`config.mk`:
```
export PLATFORM = sky130hd
export DESIGN_NAME = hash_comment_stripper_top
export DESIGN_NICKNAME = d
export VERILOG_FILES = /design/src/hdl/hcs_pkg.sv /design/src/hdl/hash_comment_stripper_top.sv
export SDC_FILE = /design/constraint.sdc
export NUM_CORES = 1
export LEC_CHECK = 0
export ABC_AREA = 1
export BUFFER_PORTS_ARGS = -buffer_cell sky130_fd_sc_hd__buf_2
export CORE_MARGIN = 2
export CORE_UTILIZATION = 51
export DETAILED_ROUTE_END_ITERATION = 16
export PLACE_DENSITY = 0.88
export RECOVER_POWER = 25
export SLEW_MARGIN = 15
export SYNTH_ARGS = -nofsm -noshare
export SYNTH_HDL_FRONTEND = slang
export SYNTH_SLANG_ARGS = --single-unit
```
`constraint.sdc`:
```
create_clock -name clk_i -period 2.1 [get_ports clk_i]
set_input_delay 0.42 -clock clk_i [delete_from_list [all_inputs] [get_ports clk_i]]
set_output_delay 0.42 -clock clk_i [all_outputs]
set_load 0.005 [all_outputs]
```
`src/hdl/hcs_pkg.sv`:
```
`default_nettype none

package hcs_pkg;

  localparam logic [7:0] ChHash  = 8'h23;
  localparam logic [7:0] ChBsl   = 8'h5C;
  localparam logic [7:0] ChQuote = 8'h22;
  localparam logic [7:0] ChLf    = 8'h0A;
  localparam logic [7:0] ChCr    = 8'h0D;

  typedef struct packed {
    logic       start_stream;
    logic [7:0] ch;
  } in_beat_t;

  typedef struct packed {
    logic [7:0] out_byte;
    logic       last;
  } out_beat_t;

endpackage

`default_nettype wire

```
`src/hdl/hash_comment_stripper_top.sv`:
```
// A byte-producing input beat is registered and shows on the output in the cycle after acceptance.
// Throughput: one input beat per cycle if out_ready_i is high; an input that emits a held
// backslash plus its character holds both in the single output register, stalling input.
// Input ready depends only on the output register's occupancy and out_ready_i.
// Reset (rst_ni low, asynchronous): filter returns to plain text, output register empties.
`default_nettype none

module hash_comment_stripper_top (
  input  wire logic              clk_i,
  input  wire logic              rst_ni,
  input  wire logic              in_valid_i,
  output logic                   in_ready_o,
  input  wire hcs_pkg::in_beat_t in_data_i,
  output logic                   out_valid_o,
  input  wire logic              out_ready_i,
  output hcs_pkg::out_beat_t     out_data_o
);
  import hcs_pkg::*;

  typedef enum logic [2:0] {
    StPlain      = 3'd0,
    StPlainBsl   = 3'd1,
    StQuote      = 3'd2,
    StQuoteBsl   = 3'd3,
    StComment    = 3'd4,
    StCommentBsl = 3'd5
  } filt_state_e;

  filt_state_e state_q, state_d;
  logic        out_valid_q, out_valid_d;
  logic        pair_q, pair_d;
  logic [7:0]  byte_q;

  logic        in_fire;
  logic        out_fire;
  logic        emit_one;
  logic        emit_pair;
  logic        eol;
  logic [7:0]  ch;

  assign ch       = in_data_i.ch;
  assign eol      = (ch == ChLf) || (ch == ChCr);
  assign in_ready_o = !out_valid_q || (out_ready_i && !pair_q);
  assign in_fire  = in_valid_i && in_ready_o;
  assign out_fire = out_valid_q && out_ready_i;

  assign out_valid_o         = out_valid_q;
  assign out_data_o.out_byte = pair_q ? ChBsl : byte_q;
  assign out_data_o.last     = !pair_q;

  always_comb begin
    state_d   = state_q;
    emit_one  = 1'b0;
    emit_pair = 1'b0;
    if (in_data_i.start_stream) begin
      state_d = StPlain;
    end else begin
      case (state_q)
        StPlain: begin
          if (ch == ChHash) begin
            state_d = StComment;
          end else if (ch == ChBsl) begin
            state_d = StPlainBsl;
          end else begin
            emit_one = 1'b1;
            if (ch == ChQuote) state_d = StQuote;
          end
        end
        StPlainBsl: begin
          emit_pair = 1'b1;
          state_d   = StPlain;
        end
        StQuote: begin
          if (ch == ChBsl) begin
            state_d = StQuoteBsl;
          end else begin
            emit_one = 1'b1;
            if (ch == ChQuote) state_d = StPlain;
          end
        end
        StQuoteBsl: begin
          emit_pair = 1'b1;
          state_d   = StQuote;
        end
        StComment: begin
          if (eol) begin
            state_d = StPlain;
          end else if (ch == ChBsl) begin
            state_d = StCommentBsl;
          end
        end
        StCommentBsl: begin
          if (!eol) state_d = StComment;
        end
        default: begin
          state_d = state_q;
        end
      endcase
    end
  end

  always_comb begin
    out_valid_d = out_valid_q;
    pair_d      = pair_q;
    if (out_fire) begin
      if (pair_q) begin
        pair_d = 1'b0;
      end else begin
        out_valid_d = 1'b0;
      end
    end
    if (in_fire && (emit_one || emit_pair)) begin
      out_valid_d = 1'b1;
      pair_d      = emit_pair;
    end
  end

  always_ff @(posedge clk_i or negedge rst_ni) begin
    if (!rst_ni) begin
      state_q     <= StPlain;
      out_valid_q <= 1'b0;
      pair_q      <= 1'b0;
    end else begin
      out_valid_q <= out_valid_d;
      pair_q      <= pair_d;
      if (in_fire) begin
        state_q <= state_d;
      end
    end
  end

  always_ff @(posedge clk_i) begin
    if (in_fire && (emit_one || emit_pair)) begin
      byte_q <= ch;
    end
  end

  a_pair_valid: assert property (@(posedge clk_i) disable iff (!rst_ni)
    pair_q |-> out_valid_q)
    else $error("held backslash without valid output");

  a_pair_stalls_input: assert property (@(posedge clk_i) disable iff (!rst_ni)
    (out_valid_q && pair_q) |-> !in_ready_o)
    else $error("input accepted while a pair is pending");

  a_pair_then_last: assert property (@(posedge clk_i) disable iff (!rst_ni)
    (out_fire && pair_q) |=> (out_valid_o && out_data_o.last))
    else $error("second byte of pair missing");

  a_start_plain: assert property (@(posedge clk_i) disable iff (!rst_ni)
    (in_fire && in_data_i.start_stream) |=> (state_q == StPlain))
    else $error("start marker did not return to plain");

  a_start_no_output: assert property (@(posedge clk_i) disable iff (!rst_ni)
    (in_fire && in_data_i.start_stream && (!out_valid_q || out_fire)) |=> !out_valid_q)
    else $error("start marker produced output");

endmodule

`default_nettype wire
```
== After elaboration in Yosys (flattened, before gate mapping) ==
Index checks and enable logic that the tools add are counted.
Storage, ports and cells
  output and inout port bits: 11
  bits of input ports: 13
  word-level logic and storage cells: 56
  flip-flop bits (word level): 13
Cells by class
  reductions and logical operators: 15
  equal/unequal tests: 15
  multiplexer cells: 22
Operator list (number)
  two-way mux 3 bit: 9
  one-hot mux 3 bit (6 select lines): 1
  equality test 8 x 4 -> 1 bit, second input constant: 2
  equality test 8 x 6 -> 1 bit, second input constant: 2
  two-way mux 1 bit: 10
  equality test 8 x 7 -> 1 bit, second input constant: 1
  two-way mux 8 bit: 1
  inequality test 4 bit, second input constant: 2
  nonzero test 7 bit: 1
  equality test 3 x 2 -> 1 bit, second input constant: 2
  equality test 3 bit, second input constant: 2
  AND reduction 6 bit: 1
  inequality test 5 bit, second input constant: 1
  logical AND 1 bit: 4
  equality test 3 x 1 -> 1 bit, second input constant: 1
  zero test 3 bit: 1
  logical OR 1 bit: 3
  inequality test 3 bit, second input constant: 1
  zero test 1 bit: 2
  inequality test 2 x 1 -> 1 bit, second input constant: 1
  one-hot mux 1 bit (2 select lines): 1
  AND reduction 2 bit: 1
  nonzero test 2 bit: 1
  OR reduction 2 bit: 1

== Depth between registers and ports, before layout ==
  word-level depth: 9
  gate-level depth with buffers: 11

== Worst setup path after synthesis ==
No wires, ideal clock.
  path type: reg2reg
  start point: register pair_q
  end point: register byte_q[0], enable pin
  data arrival time: 1.175 ns
  slack: 0.596 ns
  period minus slack after synthesis: 1.504 ns
  cell stages (with the launch flop): 8
  data required time: 1.771 ns
  cells stage by stage: dfrtp_1 inv_2 nand2_1 nand2_2 nand2_2 nor4_1 inv_1 nand2_1
RTL lines
  from (decl): line hash_comment_stripper_top.sv:31  | logic pair_q, pair_d;
  from (signal assigned): line hash_comment_stripper_top.sv:125  | pair_q <= pair_d;
  to (signal assigned): line hash_comment_stripper_top.sv:134  | byte_q <= ch;
  to (decl): line hash_comment_stripper_top.sv:32  | logic [7:0] byte_q;

== Final worst setup path ==
  start point: register pair_q
  end point: register byte_q[2], enable pin
On the way
  longest elaborated chain between the ends: 5
RTL lines
  zero test 1 bit: line hash_comment_stripper_top.sv:43  | assign in_ready_o = !out_valid_q || (out_ready_i && !pair_q);
  logical AND 1 bit: line hash_comment_stripper_top.sv:43
  logical OR 1 bit: line hash_comment_stripper_top.sv:43
  logical AND 1 bit: line hash_comment_stripper_top.sv:44  | assign in_fire = in_valid_i && in_ready_o;
  logical AND 1 bit: line hash_comment_stripper_top.sv:133  | if (in_fire && (emit_one || emit_pair)) begin
No other way between the ends.
A chain may end at the register's enable or synchronous reset.

==> results.sh <==
export IMPL_fin_nets=165
export IMPL_p_leak_nw=0.5514
export IMPL_clock_sinks=13
export IMPL_vias=850
export IMPL_ant_nets=0
export IMPL_synth_area_sq_um=893.4
export IMPL_wl_per_cell_microns=10.83
export IMPL_grt_pass1_wl_mm=2.960
export IMPL_slew_violations=0
export IMPL_grt_max_degree=10
export IMPL_worst_ep_arrival_time_ns=1.70
export IMPL_place_hpwl_mm=1.486
export IMPL_setup_viol=0
export IMPL_seq_area_frac_synth=0.4090
export IMPL_grt_use_total=0.1925
export IMPL_coreArea_sq_um=1689
export IMPL_outcome="complete, no violations"
export IMPL_synth_warnings=0
export IMPL_grt_overflow=0
export IMPL_die_x_microns=45.86
export IMPL_routed_wl_mm=1.819
export IMPL_io_pins=24
export IMPL_numPortBuffers=23
export IMPL_rsz0062_at_grt="no"
export IMPL_synthSimpleGateAreaFrac=0.4356
export IMPL_synthMuxAreaShare=0
export IMPL_synth_compound_area_frac=0.05462
export IMPL_clock_path_buffers=2
export IMPL_dpl_cell_area_sq_um=1030
export IMPL_dr_first_iter_drc_count=20
export IMPL_fmax_mhz=569.0
export IMPL_rows=15
export IMPL_p_per_area_nw_per_um2=906.9
export IMPL_drc_errors=0
export IMPL_drt_vias_per_instance=5.060
export IMPL_ir_drop_mv=0.3816
export IMPL_synthesis_nets=136
export IMPL_period_minus_slack_ns=1.758
export IMPL_cts_root_buffer_cell="clkbuf_4"
export IMPL_crit_required_ns=2.05
export IMPL_clkTransAtPathRegs_ns=0.08
export IMPL_synth_top_family_by_area="simple AND/OR/NAND/NOR gates"
export IMPL_grt_pass1_vias=784
export IMPL_dr_pass1_iters=4
export IMPL_antenna_found_initial=0
export IMPL_drive_gt1_frac=0.2980
export IMPL_cap_violations=0
export IMPL_finalSetupTns_ns=0
export IMPL_cts_tree="built"
export IMPL_synthDistinctLibCells=18
export IMPL_initial_utilization=0.5289
export IMPL_globalplace_congestion=0.9072
export IMPL_synth_adder_area_share=0
export IMPL_finClkSkew_ns=0.005455
export IMPL_antenna_cells=0
export IMPL_dieArea_sq_um=2103
export IMPL_crit_fanout=9
export IMPL_synth_area_per_cell_sq_um=7.263
export IMPL_area_growth_syn_to_layout_pct=18.07
export IMPL_dp_slack_ns=0.3505
export IMPL_synth_top_cells_by_area="edfxtp_1, dfrtp_1, nand2_1"
export IMPL_worstSkewPairLatency_ns=0.27
export IMPL_slowest_delay_ns=0.47
export IMPL_critPathSlowestCell="dfrtp_1"
export IMPL_hold_viol_final=0
export IMPL_utilization=0.6244
export IMPL_power_total_mw=0.9565
export IMPL_end_kind="flip-flop"
export IMPL_stdcell_area_sq_um=1055
export IMPL_hp_class="primary input to flip-flop"
export IMPL_start_kind="flip-flop"
export IMPL_synth_top_area_cell="edfxtp_1"
export IMPL_period_share=0.8370
export IMPL_crit_type="flip-flop to flip-flop"
export IMPL_worstMarginPinSlew_ns=0.3335
export IMPL_yosysTopAreaCellShare=0.2689
export IMPL_cts_buffers_inserted=3
export IMPL_synth_xor_area_frac=0
export IMPL_max_slew_margin=0.7771
export IMPL_htree_levels=1
export IMPL_path_cells="inv_2 > nand2_1 > nand2_2 > nand2_2 > nor4_1 > inv_1 > nand2_1"
export IMPL_die_h_microns=45.86
export IMPL_finalWorstSetupSlack_ns=0.3424
export IMPL_syn_inst=123
export IMPL_yosys_register_bits=13
stage by stage:
step / hold slack [ns] / instances
after floorplan: 0.1244 / 123
after global placement: 0.2344 / 163
after detailed placement: 0.2380 / 163
after CTS: 0.3402 / 168
after global routing: 0.3833 / 168
final: 0.3823 / 168
state kept, by name (all words and copies together) (netlist names):
register,count
out_valid_o,1
byte_q,8
pair_q,1
state_q,3
power by group:
group          switching (mW)  leakage, nW  internal, mW
clock                  0.0780       0.0150        0.0736
combinational           0.253        0.396         0.165
sequential             0.0498        0.141         0.337
total                   0.380        0.551         0.576
per-layer routing:
| metal | GRT usage | vias to the layer above | share of wire | wire length, microns |
|---|---|---|---|---|
| met3 | 0.03571 | 6 | 0.051 | 92 |
| met2 | 0.3472 | 31 | 0.53 | 955 |
| met4 | 0.1029 | 0 | 0.028 | 51 |
| met5 | 0 | - | 0 | 0 |
| met1 | 0.2078 | 380 | 0.40 | 721 |
| li1 | - | 433 | - | - |
what timing repair did:
action	CTS	global route
hold endpoints to repair	5	0
setup endpoints to repair	0	0
resized for setup	0	0
setup buffers	0	0
hold buffers	1	0
path summary, 6_finish.rpt:
| path | cells past startpoint | slack [ns] | end | start |
|---|---|---|---|---|
| setup reg to reg | 7 | 0.34 | byte_q[2] | pair_q |
| hold reg to reg | 2 | 0.58 | state_q[1] | state_q[1] |
| hold / removal | 1 | 0.38 | byte_q[7] | in_data_i[7] |
| setup / recovery | 7 | 0.34 | byte_q[2] | pair_q |
| min in group asynchronous | 2 | 0.52 | state_q[1] | rst_ni |
| max in group asynchronous | 2 | 1.38 | pair_q | rst_ni |
cell usage in the layout, fill, tap and decap left out, types with 2 or more instances in the layout:
| cell type | count |
|---|---|
| nor2_2 | 4 |
| dfrtp_1 | 5 |
| nand2_1 | 33 |
| inv_2 | 4 |
| edfxtp_1 | 8 |
| nor2_1 | 16 |
| or2_2 | 4 |
| nand2_2 | 9 |
| clkbuf_4 | 3 |
| a21oi_2 | 2 |
| nand3_1 | 9 |
| a21oi_1 | 3 |
| nand3_2 | 2 |
| clkbuf_1 | 10 |
| inv_1 | 19 |
| buf_2 | 14 |
cell type report:
class	count	area, sq um
Clock buffer	4	26.28
Fill cell	147	634.4
Inverter	24	90.09
Tap cell	17	21.27
Sequential cell	13	365.4
Multi-Input combinational cell	86	437.9
Timing Repair Buffer	24	113.9
cell usage after synthesis, drive strengths merged:
cell / number
nand2: 43
nor3: 1
dfrtp: 5
inv: 23
edfxtp: 8
clkinv: 1
nor2: 20
or2: 4
a21oi: 6
nand3: 11
nor4: 1
kinds of logic (layout without fill, tap and decap cells):
group	count (synthesis)	after routing
flops	13	13
compound gates	6	6
buf+inv	24	52
simple gates	80	80
worst max-delay path: cells and delay by family (launching register included):
kind                   cells  cell delay (ns)
buffers and inverters      2             0.21
AND/OR/NAND/NOR            5             0.75
flip-flops                 1             0.47
Power figures use the tool's default switching activity.
